**config.mk**
```make
export PLATFORM = sky130hd
export DESIGN_NAME = lsb_stego_stream_decoder
export DESIGN_NICKNAME = d
export VERILOG_FILES = /design/src/lssd_pkg.sv /design/src/lsb_stego_stream_decoder.sv
export SDC_FILE = /design/constraint.sdc
export NUM_CORES = 1
export LEC_CHECK = 0
export BUFFER_PORTS_ARGS = -buffer_cell sky130_fd_sc_hd__buf_2
export CAP_MARGIN = 20
export CORE_MARGIN = 4
export CORE_UTILIZATION = 60
export DETAILED_ROUTE_END_ITERATION = 6
export PLACE_DENSITY = 0.82
export SLEW_MARGIN = 20
export SYNTH_ARGS = -nofsm -noshare
export SYNTH_HDL_FRONTEND = slang
export SYNTH_SLANG_ARGS = --single-unit
```
**constraint.sdc**
```tcl
create_clock -name clk -period 9.8 [get_ports clk]
set_clock_uncertainty 0.2 [all_clocks]
set_input_delay 0.49 -clock clk [delete_from_list [all_inputs] [get_ports clk]]
set_output_delay 0.49 -clock clk [all_outputs]
set_load 0.02 [all_outputs]
```
**src/lssd_pkg.sv**
```systemverilog
// Shared types and constants for the LSB stego stream decoder.
// No dependencies; imported by the top level.
package lssd_pkg;

  typedef enum logic [2:0] {
    PH_HEADER     = 3'd0,
    PH_MAGIC      = 3'd1,
    PH_EXT_LEN    = 3'd2,
    PH_EXT_BYTES  = 3'd3,
    PH_DATA_LEN   = 3'd4,
    PH_DATA_BYTES = 3'd5,
    PH_IDLE       = 3'd6
  } phase_t;

  localparam logic [2:0] KIND_EXT_LEN   = 3'd0;
  localparam logic [2:0] KIND_EXT_BYTE  = 3'd1;
  localparam logic [2:0] KIND_DATA_LEN  = 3'd2;
  localparam logic [2:0] KIND_DATA_BYTE = 3'd3;
  localparam logic [2:0] KIND_MISMATCH  = 3'd4;

  localparam logic [1:0] CFG_HEADER_SKIP  = 2'd0;
  localparam logic [1:0] CFG_MAGIC_LENGTH = 2'd1;
  localparam logic [1:0] CFG_MAGIC_VALUE  = 2'd2;

  localparam logic [15:0] HEADER_SKIP_RST  = 16'd54;
  localparam logic [3:0]  MAGIC_LENGTH_RST = 4'd2;
  localparam logic [63:0] MAGIC_VALUE_RST  = 64'd8994;

  localparam logic [3:0] SIG_MAX_LEN = 4'd8;

  typedef struct packed {
    logic       frame_start;
    logic [7:0] image_byte;
  } in_item_t;

  typedef struct packed {
    logic [2:0]  out_kind;
    logic [31:0] out_value;
    logic        last_of_run;
  } out_item_t;

endpackage

```
**src/lsb_stego_stream_decoder.sv**
```systemverilog
// Top level of the LSB stego stream decoder: parser state, config registers
// and a result register with a one-entry skid stage. Depends on lssd_pkg.
//
// Usage:
//   in_valid/in_stall/in_data carry one carrier byte per transfer, with
//   frame_start marking the first byte of an image. out_valid/out_stall/
//   out_data deliver decoded lengths, bytes and a signature mismatch code.
//   cfg_valid/cfg_ready/cfg_index/cfg_data write header_skip (0),
//   magic_length (1) and magic_value (2); cfg_ready is always high.
// Output: a result is registered in the result register, or in the skid
//   stage if that is stalled, once the byte that completes it is accepted.
// Throughput: one byte per cycle while in_stall is low; each byte is a shift
//   and counter update done in one pass between state and result registers.
// Stall: a result blocked by out_stall stays and the next goes to the skid
//   stage; in_stall goes high only while that stage is full, so none is lost.
// Reset: rst_n (synchronous, active low) restores the config defaults,
//   empties both output stages and puts the parser in header skip.
module lsb_stego_stream_decoder import lssd_pkg::*; #(
  parameter int LENGTH_FIELD_BITS = 32
) (
  input  logic        clk,
  input  logic        rst_n,
  input  logic        in_valid,
  output logic        in_stall,
  input  in_item_t    in_data,
  output logic        out_valid,
  input  logic        out_stall,
  output out_item_t   out_data,
  input  logic        cfg_valid,
  output logic        cfg_ready,
  input  logic [1:0]  cfg_index,
  input  logic [63:0] cfg_data
);

  localparam int LFB   = LENGTH_FIELD_BITS;
  localparam int CNT_W = $clog2(LFB);

  logic [15:0]      header_skip_r;
  logic [3:0]       magic_length_r;
  logic [63:0]      magic_value_r;

  phase_t           phase_r, phase_nxt;
  logic [15:0]      header_count_r, header_count_nxt;
  logic [CNT_W-1:0] bit_count_r, bit_count_nxt;
  logic [LFB-1:0]   bit_shift_r, bit_shift_nxt;
  logic [3:0]       sig_index_r, sig_index_nxt;
  logic [LFB-1:0]   remaining_r, remaining_nxt;

  logic             out_valid_r, out_valid_nxt;
  out_item_t        out_data_r, out_data_nxt;
  logic             skid_valid_r, skid_valid_nxt;
  out_item_t        skid_data_r, skid_data_nxt;

  logic             in_accept;
  logic             out_take;
  logic             res_valid;
  out_item_t        res;

  assign cfg_ready = 1'b1;
  assign in_stall  = skid_valid_r;
  assign in_accept = in_valid && !skid_valid_r;
  assign out_take  = out_valid_r && !out_stall;
  assign out_valid = out_valid_r;
  assign out_data  = out_data_r;

  always_ff @(posedge clk) begin
    if (!rst_n) begin
      header_skip_r  <= HEADER_SKIP_RST;
      magic_length_r <= MAGIC_LENGTH_RST;
      magic_value_r  <= MAGIC_VALUE_RST;
    end else if (cfg_valid && cfg_ready) begin
      case (cfg_index)
        CFG_HEADER_SKIP:  header_skip_r  <= cfg_data[15:0];
        CFG_MAGIC_LENGTH: magic_length_r <= cfg_data[3:0];
        CFG_MAGIC_VALUE:  magic_value_r  <= cfg_data;
        default: ;
      endcase
    end
  end

  // Parser step for one accepted byte.
  always_comb begin
    phase_t         ph;
    logic [15:0]    hc;
    logic [CNT_W-1:0] bc;
    logic [LFB-1:0] bs;
    logic [3:0]     si;
    logic [LFB-1:0] rc;
    logic           done;
    logic [3:0]     sig_len;
    logic [CNT_W:0] need;
    logic [2:0]     pos;
    logic [7:0]     want;

    phase_nxt        = phase_r;
    header_count_nxt = header_count_r;
    bit_count_nxt    = bit_count_r;
    bit_shift_nxt    = bit_shift_r;
    sig_index_nxt    = sig_index_r;
    remaining_nxt    = remaining_r;
    res_valid        = 1'b0;
    res              = '0;

    sig_len = (magic_length_r > SIG_MAX_LEN) ? SIG_MAX_LEN : magic_length_r;
    done    = 1'b0;
    need    = '0;
    pos     = '0;
    want    = '0;

    // restart parse on frame start
    ph = in_data.frame_start ? PH_HEADER : phase_r;
    hc = in_data.frame_start ? '0 : header_count_r;
    bc = in_data.frame_start ? '0 : bit_count_r;
    bs = in_data.frame_start ? '0 : bit_shift_r;
    si = in_data.frame_start ? '0 : sig_index_r;
    rc = in_data.frame_start ? '0 : remaining_r;

    if (in_accept) begin
      if (ph == PH_HEADER) begin
        if (hc < header_skip_r) begin
          hc   = hc + 16'd1;
          done = 1'b1;
        end else begin
          ph = PH_MAGIC;
        end
      end
      if (!done) begin
        if (ph == PH_MAGIC && si >= sig_len) ph = PH_EXT_LEN;
        if (ph != PH_IDLE) begin
          need = (ph == PH_EXT_LEN || ph == PH_DATA_LEN) ?
                 (CNT_W+1)'(LFB) : (CNT_W+1)'(8);
          bs = {bs[LFB-2:0], in_data.image_byte[0]};
          if (({1'b0, bc} + 1'b1) < need) begin
            bc = bc + 1'b1;
          end else begin
            bc = '0;
            case (ph)
              PH_MAGIC: begin
                pos  = 3'(sig_len - 4'd1 - si);
                want = magic_value_r[{pos, 3'b000} +: 8];
                if (bs[7:0] != want) begin
                  ph        = PH_IDLE;
                  res_valid = 1'b1;
                  res       = '{out_kind: KIND_MISMATCH, out_value: '0,
                                last_of_run: 1'b0};
                end else begin
                  si = si + 4'd1;
                  if (si >= sig_len) ph = PH_EXT_LEN;
                end
                bs = '0;
              end
              PH_EXT_LEN, PH_DATA_LEN: begin
                res_valid = 1'b1;
                res = '{out_kind: (ph == PH_EXT_LEN) ? KIND_EXT_LEN : KIND_DATA_LEN,
                        out_value: 32'(bs), last_of_run: 1'b0};
                // negative lengths count as empty runs
                rc = bs[LFB-1] ? '0 : bs;
                if (rc == '0) ph = (ph == PH_EXT_LEN) ? PH_DATA_LEN : PH_IDLE;
                else          ph = (ph == PH_EXT_LEN) ? PH_EXT_BYTES : PH_DATA_BYTES;
                bs = '0;
              end
              PH_EXT_BYTES, PH_DATA_BYTES: begin
                res_valid = 1'b1;
                res = '{out_kind: (ph == PH_EXT_BYTES) ? KIND_EXT_BYTE : KIND_DATA_BYTE,
                        out_value: {24'd0, bs[7:0]},
                        last_of_run: (rc <= LFB'(1))};
                if (rc != '0) rc = rc - 1'b1;
                if (rc == '0) ph = (ph == PH_EXT_BYTES) ? PH_DATA_LEN : PH_IDLE;
                bs = '0;
              end
              default: ;
            endcase
          end
        end
      end
      phase_nxt        = ph;
      header_count_nxt = hc;
      bit_count_nxt    = bc;
      bit_shift_nxt    = bs;
      sig_index_nxt    = si;
      remaining_nxt    = rc;
    end
  end

  // Result register plus skid stage.
  always_comb begin
    out_valid_nxt  = out_valid_r;
    out_data_nxt   = out_data_r;
    skid_valid_nxt = skid_valid_r;
    skid_data_nxt  = skid_data_r;
    if (out_take) begin
      if (skid_valid_r) begin
        out_data_nxt   = skid_data_r;
        skid_valid_nxt = 1'b0;
      end else begin
        out_valid_nxt = 1'b0;
      end
    end
    if (res_valid) begin
      if (!out_valid_r || (out_take && !skid_valid_r)) begin
        out_valid_nxt = 1'b1;
        out_data_nxt  = res;
      end else begin
        // hold the new result behind the stalled one
        skid_valid_nxt = 1'b1;
        skid_data_nxt  = res;
      end
    end
  end

  always_ff @(posedge clk) begin
    if (!rst_n) begin
      phase_r        <= PH_HEADER;
      header_count_r <= '0;
      bit_count_r    <= '0;
      bit_shift_r    <= '0;
      sig_index_r    <= '0;
      remaining_r    <= '0;
      out_valid_r    <= 1'b0;
      skid_valid_r   <= 1'b0;
    end else begin
      phase_r        <= phase_nxt;
      header_count_r <= header_count_nxt;
      bit_count_r    <= bit_count_nxt;
      bit_shift_r    <= bit_shift_nxt;
      sig_index_r    <= sig_index_nxt;
      remaining_r    <= remaining_nxt;
      out_valid_r    <= out_valid_nxt;
      skid_valid_r   <= skid_valid_nxt;
    end
  end

  always_ff @(posedge clk) begin
    out_data_r  <= out_data_nxt;
    skid_data_r <= skid_data_nxt;
  end

endmodule

```
---- Word level (Yosys, flattened, before mapping) ----
Index checks and enable logic that the tools add are counted.
storage, ports and cells
  register bits after elaboration ......... 250
  latch bits .............................. 0
  RAM bits ................................ 0
  ROM bits ................................ 0
  bits of input ports ..................... 80
  output and inout bits ................... 39
  logic and storage cells ................. 142
  memories kept ........................... 0
operators by class
  $add $sub $neg .......................... 7
  multiply operators ...................... 0
  div/mod/pow operators ................... 0
  order comparisons ....................... 6
  eq/ne operators ......................... 10
  shift-type cells ........................ 1
  multiplexer cells ....................... 78
  bitwise operators ....................... 1
  reductions and logical operators ........ 22
operator list
  cell                     number
  $mux W32                 15
  $mux W36                 9
  $pmux W36 S3             1
  $logic_not A32 Y1        2
  $pmux W32 S2             1
  $shiftx A64 B7 Y8        1
  $mux W16                 3
  $mux W3                  15
  $le A32 B1 Y1 const B    1
  $reduce_bool A32 Y1      1
  $sub A32 B1 Y32 const B  1
  $mux W31                 1
  $mux W4                  7
  $mux W5                  4
  $add A16 B1 Y16 const B  1
  $lt A16 B16 Y1           1
  $mux W1                  15
  $pmux W3 S3              1
  $ge A4 B4 Y1             2
  $mux W2                  4
  $ne A8 B8 Y1             1
  $reduce_and A2 Y1        4
  $add A5 B1 Y6 const B    1
  $eq A3 B1 Y1 const B     2
  22 further kinds         31

---- Longest topological paths before layout ----
  depth after elaboration ................. 24
  gate-level depth with buffers ........... 27
  depth with buffers taken out ............ 18

---- Worst setup path after synthesis ----
No wires, ideal clock.
  kind .................................... input-to-reg
  start ................................... in in_data[8] in the netlist's numbering
  end ..................................... reg skid_data_r[0] in the netlist's numbering (enable)
  setup time .............................. 429 ps
  data arrival time ....................... 6790 ps
  required time ........................... 9171 ps
  slack ................................... 2380 ps
  stages .................................. 26
  buffers on the path ..................... 9
  path through ............................ buf_2 -> buf_2 -> inv_1 -> clkbuf_1 -> clkbuf_1 -> clkbuf_1 -> buf_1 -> buf_1 -> nand2_1 -> ha_1 -> buf_4 -> buf_4 -> a21bo_2 -> a21o_1 -> a21o_1 -> nand2_1 -> a21oi_1 -> nor2_1 -> ha_1 -> nor2_1 -> a31oi_1 -> o21ai_0 -> or3_1 -> inv_1 -> nor2_1 -> nor2_1
between the ends
  cells in the longest elaborated chain, start to end .. 19
  elaborated cells between the ends (all ways) .. 40
  those cells by class .................... add/sub: 2; order compare: 3; eq/ne: 8; shift: 1; mux: 21; reduce/logical: 5
ends and longest elaborated chain
  item                                  line                             source
  start: declaration                    lsb_stego_stream_decoder.sv:25   input in_item_t in_data,
  $mux W16                              lsb_stego_stream_decoder.sv:112  hc = in_data.frame_start ? '0 : header_count_r;
  $lt A16 B16 Y1                        lsb_stego_stream_decoder.sv:120  if (hc < header_skip_r) begin
  $mux W3                               lsb_stego_stream_decoder.sv:120
  $mux W3                               lsb_stego_stream_decoder.sv:119  if (ph == PH_HEADER) begin
  $mux W3                               lsb_stego_stream_decoder.sv:118  if (in_accept) begin
  $eq A3 B1 Y1                          lsb_stego_stream_decoder.sv:128  if (ph == PH_MAGIC && si >= sig_len) ph = PH_EXT_LEN;
  $logic_and A1 B1 Y1                   lsb_stego_stream_decoder.sv:128
  $mux W3                               lsb_stego_stream_decoder.sv:128
  (+3 left out)                         --
  $logic_or A1 B1 Y1                    lsb_stego_stream_decoder.sv:130  need = (ph == PH_EXT_LEN || ph == PH_DATA_LEN) ?
  $mux W6                               lsb_stego_stream_decoder.sv:130
  $lt A6 B6 Y1                          lsb_stego_stream_decoder.sv:133  if (({1'b0, bc} + 1'b1) < need) begin
  $mux W1                               lsb_stego_stream_decoder.sv:133
  $mux W1                               lsb_stego_stream_decoder.sv:129  if (ph != PH_IDLE) begin
  $mux W1 *                             lsb_stego_stream_decoder.sv:127  if (!done) begin
  $mux W1 *                             lsb_stego_stream_decoder.sv:118
  $reduce_and A2 Y1 (no source line) *  --
  end signal: assignment                lsb_stego_stream_decoder.sv:235  skid_data_r <= skid_data_nxt;
  end: declaration                      lsb_stego_stream_decoder.sv:52   out_item_t skid_data_r, skid_data_nxt;
Every way passes the cells marked *; elsewhere a longest branch is shown, timed or not. The select of a mux whose other input is x is not followed.
A chain may end at the register's enable or synchronous reset.

---- Worst setup path in the final report ----
  start ................................... in in_data[8] in the netlist's numbering
  end ..................................... reg skid_data_r[31] in the netlist's numbering (enable)
Same word-level chain as after synthesis.

==> results.yml <==
status:
  outcome: "finished, final reports clean"
yosys:
  synth_cell_types: 89
  synth_area_leader_cell: "dfxtp_1"
  yosys.cell_count.top_type: "nand2_1"
  synthTopCellsByCount: "nand2_1, dfxtp_1, a21oi_1"
  synth_top_family_by_area: "simple AND/OR/NAND/NOR gates"
  synthMuxAreaShare_pct: 6.77
  syn-instance-count: 1560
  synth_adder_area_share_pct: 2.76
  synthFlopType: "dfxtp_1"
  synth.ff_latch_count: 249
  synthArstFlopShare_pct: 0
  synth-compound-area-share_pct: 19.4
  synthSimpleGateAreaFrac_pct: 24.2
  yosysTopAreaCellShare_pct: 31.8
  synth_edf_count: 36
  seq_area_frac_synth_pct: 39.9
  yosysWarnings: 0
  synth.avg_cell_area_um2: 8.59
  syn_area_mm2: 0.0134
  synthTopCellsByArea: "dfxtp_1, edfxtp_1, nand2_1"
  synth_xor_area_share_pct: 2.60
  syn-num-nets: 1669
drt:
  drt_pass1_iterations: 6
  viasPerCell: 6.41
  drtAntennaViolNets: 0
  post-route-drc-count: 0
  vias: 12400
  routed_wl_um: 38900
  dr.first_iter.drc_count: 1088
  wire_per_inst_um: 20.1
clocking:
  cts_setup_buffers: 0
  ctsResizeCount: 0
  tritoncts: "yes"
  clk_pin_slew_worst_paths_ns: 0.06
  holdBufCountCts: 28
  cts-buffers-inserted: 26
  clk_latency_ns: 0.53
  htree_levels: 1
  clockRootBuffer: "clkbuf_16"
  clockBufferDepth: 3
  cts.sinks: 249
timing:
  setup_viol: 0
  tightestPinTransition_ns: 1.12
  fin_crit_sh_pct: 62.7
  max_clock_freq_ghz: 0.163
  min_period_ns: 6.15
  whs_ns: 0.0151
  maxSlewViolCount: 0
  max-slew-margin-rel_pct: 25.2
  rsz0062_at_grt: "false"
  fin_setup_tns_ns: 0
  finalHoldViolations: 0
grt:
  grtUsageTotal_pct: 30.6
  grt_overflow: 0
  grt_max_degree: 87
  grt_pass1_vias: 11900
  grt_pass1_wl_um: 61700
  antenna_found_initial: 1
final_layout:
  fin_nets: 1744
  seq_area_mm2: 0.00535
  layout-drive-gt1-share_pct: 13.5
  multi_input_area_mm2: 0.00751
  stdcell_count: 1935
  final_util_pct: 69.2
  antenna_cells: 0
  area_growth_pct: 13.0
  fillers: 1661
placement:
  dpl.cell_count: 1859
  hpwl_um: 26200
  place.gp.congestion: 0.963
  numPortBuffers: 110
floorplan:
  die_h_um: 157
  start_util_pct: 61.2
  ios: 119
  coreArea_mm2: 0.0219
  dieArea_mm2: 0.0248
  rows: 54
  die_x_um: 157
power_and_ir_drop:
  power_leakage_nw: 5.96
  combPwrFrac_pct: 7.6
  pwr-share-seq_pct: 47.5
  powerDensity_mw_per_mm2: 146
  p_int_mw: 1.70
  power_switching_mw: 0.521
  clockPowerShare_pct: 44.9
  peakVddDrop_mv: 0.158
  p_sw_share_pct: 23.5
setup_path:
  worst-path-max-fanout: 48
  path_class: "input pin to register"
  start_kind: "input pin"
  required_ns: 9.74
  cp.arrival_ns: 6.09
  worst_setup_path_end_kind: "register"
min_path:
  min_path_type: "input pin to register"
job:
  max_cap_viol_count: 0
==> through the flow <==
stage          total power [mW]  area [µm²]  setup WS (ns)
2_1_floorplan              1.18       13400           2.38
3_3_place_gp               1.23       14000           3.01
3_5_place_dp               1.23       14000           2.90
4_1_cts                    2.22       15100           3.37
5_1_grt                    2.28       15100           3.21
6_report                   2.22       15100           3.65
==> sequential cells by signal, indices dropped and copies added (netlist names) <==
| name | count |
|---|---|
| bit_count_r | 5 |
| skid_data_r | 36 |
| phase_r | 3 |
| magic_value_r | 64 |
| out_data | 36 |
| remaining_r | 32 |
| header_count_r | 16 |
| sig_index_r | 4 |
| in_stall | 1 |
| bit_shift_r | 31 |
| header_skip_r | 16 |
| out_valid | 1 |
| magic_length_r | 4 |
==> placed cells by master, fill, tap and decap left out, drive strengths merged, types with 13 or more instances in the layout <==
| cell type | synthesis | routed |
|---|---|---|
| a21boi | 24 | 24 |
| a21oi | 117 | 117 |
| a22oi | 32 | 32 |
| and2 | 34 | 34 |
| and3 | 27 | 27 |
| buf | 29 | 127 |
| clkbuf | 79 | 32 |
| dfxtp | 213 | 213 |
| dlygate4sd3 | 0 | 28 |
| edfxtp | 36 | 36 |
| ha | 28 | 28 |
| inv | 35 | 36 |
| mux2i | 49 | 49 |
| mux4 | 16 | 16 |
| nand2 | 264 | 264 |
| nand3 | 56 | 56 |
| nand4 | 25 | 25 |
| nor2 | 60 | 60 |
| nor2b | 75 | 75 |
| nor3 | 22 | 22 |
| nor4 | 30 | 30 |
| o21ai | 68 | 68 |
| o2bb2ai | 23 | 23 |
| xnor2 | 13 | 13 |
| xor2 | 26 | 26 |
==> layer usage <==
metal,global-route usage (%),wire [µm],up-vias
li1,-,-,5784
met1,38.1,15000,5892
met2,52.7,19300,593
met3,4.12,2580,129
met4,14.3,1980,2
met5,0,8,-
==> logic make-up (layout without fill, tap and decap cells) <==
family / after synthesis / after routing
AND/OR/NAND/NOR: 646 / 646
AO/OA/AOI/OAI: 383 / 383
flip-flops: 249 / 249
buffers and inverters: 143 / 238
multiplexers: 70 / 70
XOR/XNOR: 39 / 39
adder cells (fa/ha/maj): 29 / 29
other: 1 / 1
==> critical path, stage by stage <==
cell	delay (ns)
buf_2	0.16
buf_4	0.39
buf_4	0.53
nor2b_1	0.14
ha_1	0.33
a21oi_1	0.12
o21ai_0	0.15
a221oi_2	0.60
a21oi_1	0.31
nor2_1	0.24
ha_1	0.27
nor2_1	0.15
a21oi_2	0.56
o21a_1	0.61
nor2_1	0.19
nor2_4	0.80
==> power groups by stage <==
stage	logic [mW]	registers (mW)	clock network, mW
after floorplan	0.108	1.07	0
after global placement	0.152	1.07	0
after detailed placement	0.155	1.07	0
after CTS	0.164	1.05	0.999
after global routing	0.183	1.05	1.04
final	0.169	1.05	0.994
==> final timing paths <==
path                                  start                        endpoint  slack (ns)  cells after the start
max                              in_data[8]       skid_data_r[31]$_DFFE_PP_        3.65                     16
min                            cfg_data[29]  magic_value_r[29]$_SDFFE_PN0P_        0.02                      3
max reg2reg     sig_index_r[0]$_SDFFE_PN0P_       skid_data_r[31]$_DFFE_PP_        4.03                     14
min reg2reg  magic_value_r[16]$_SDFFE_PN0P_  magic_value_r[16]$_SDFFE_PN0P_        0.25                      2
==> area by class of cell <==
type                       instances  area share [%]
clock buffer                      32            4.58
sequential                       249            35.3
clock inverter                    16            1.07
multi-input combinational       1168            49.6
timing repair buffer             155            6.33
inverter                          35           0.867
tap                              280            2.31
(Power assumes the default switching activity.)
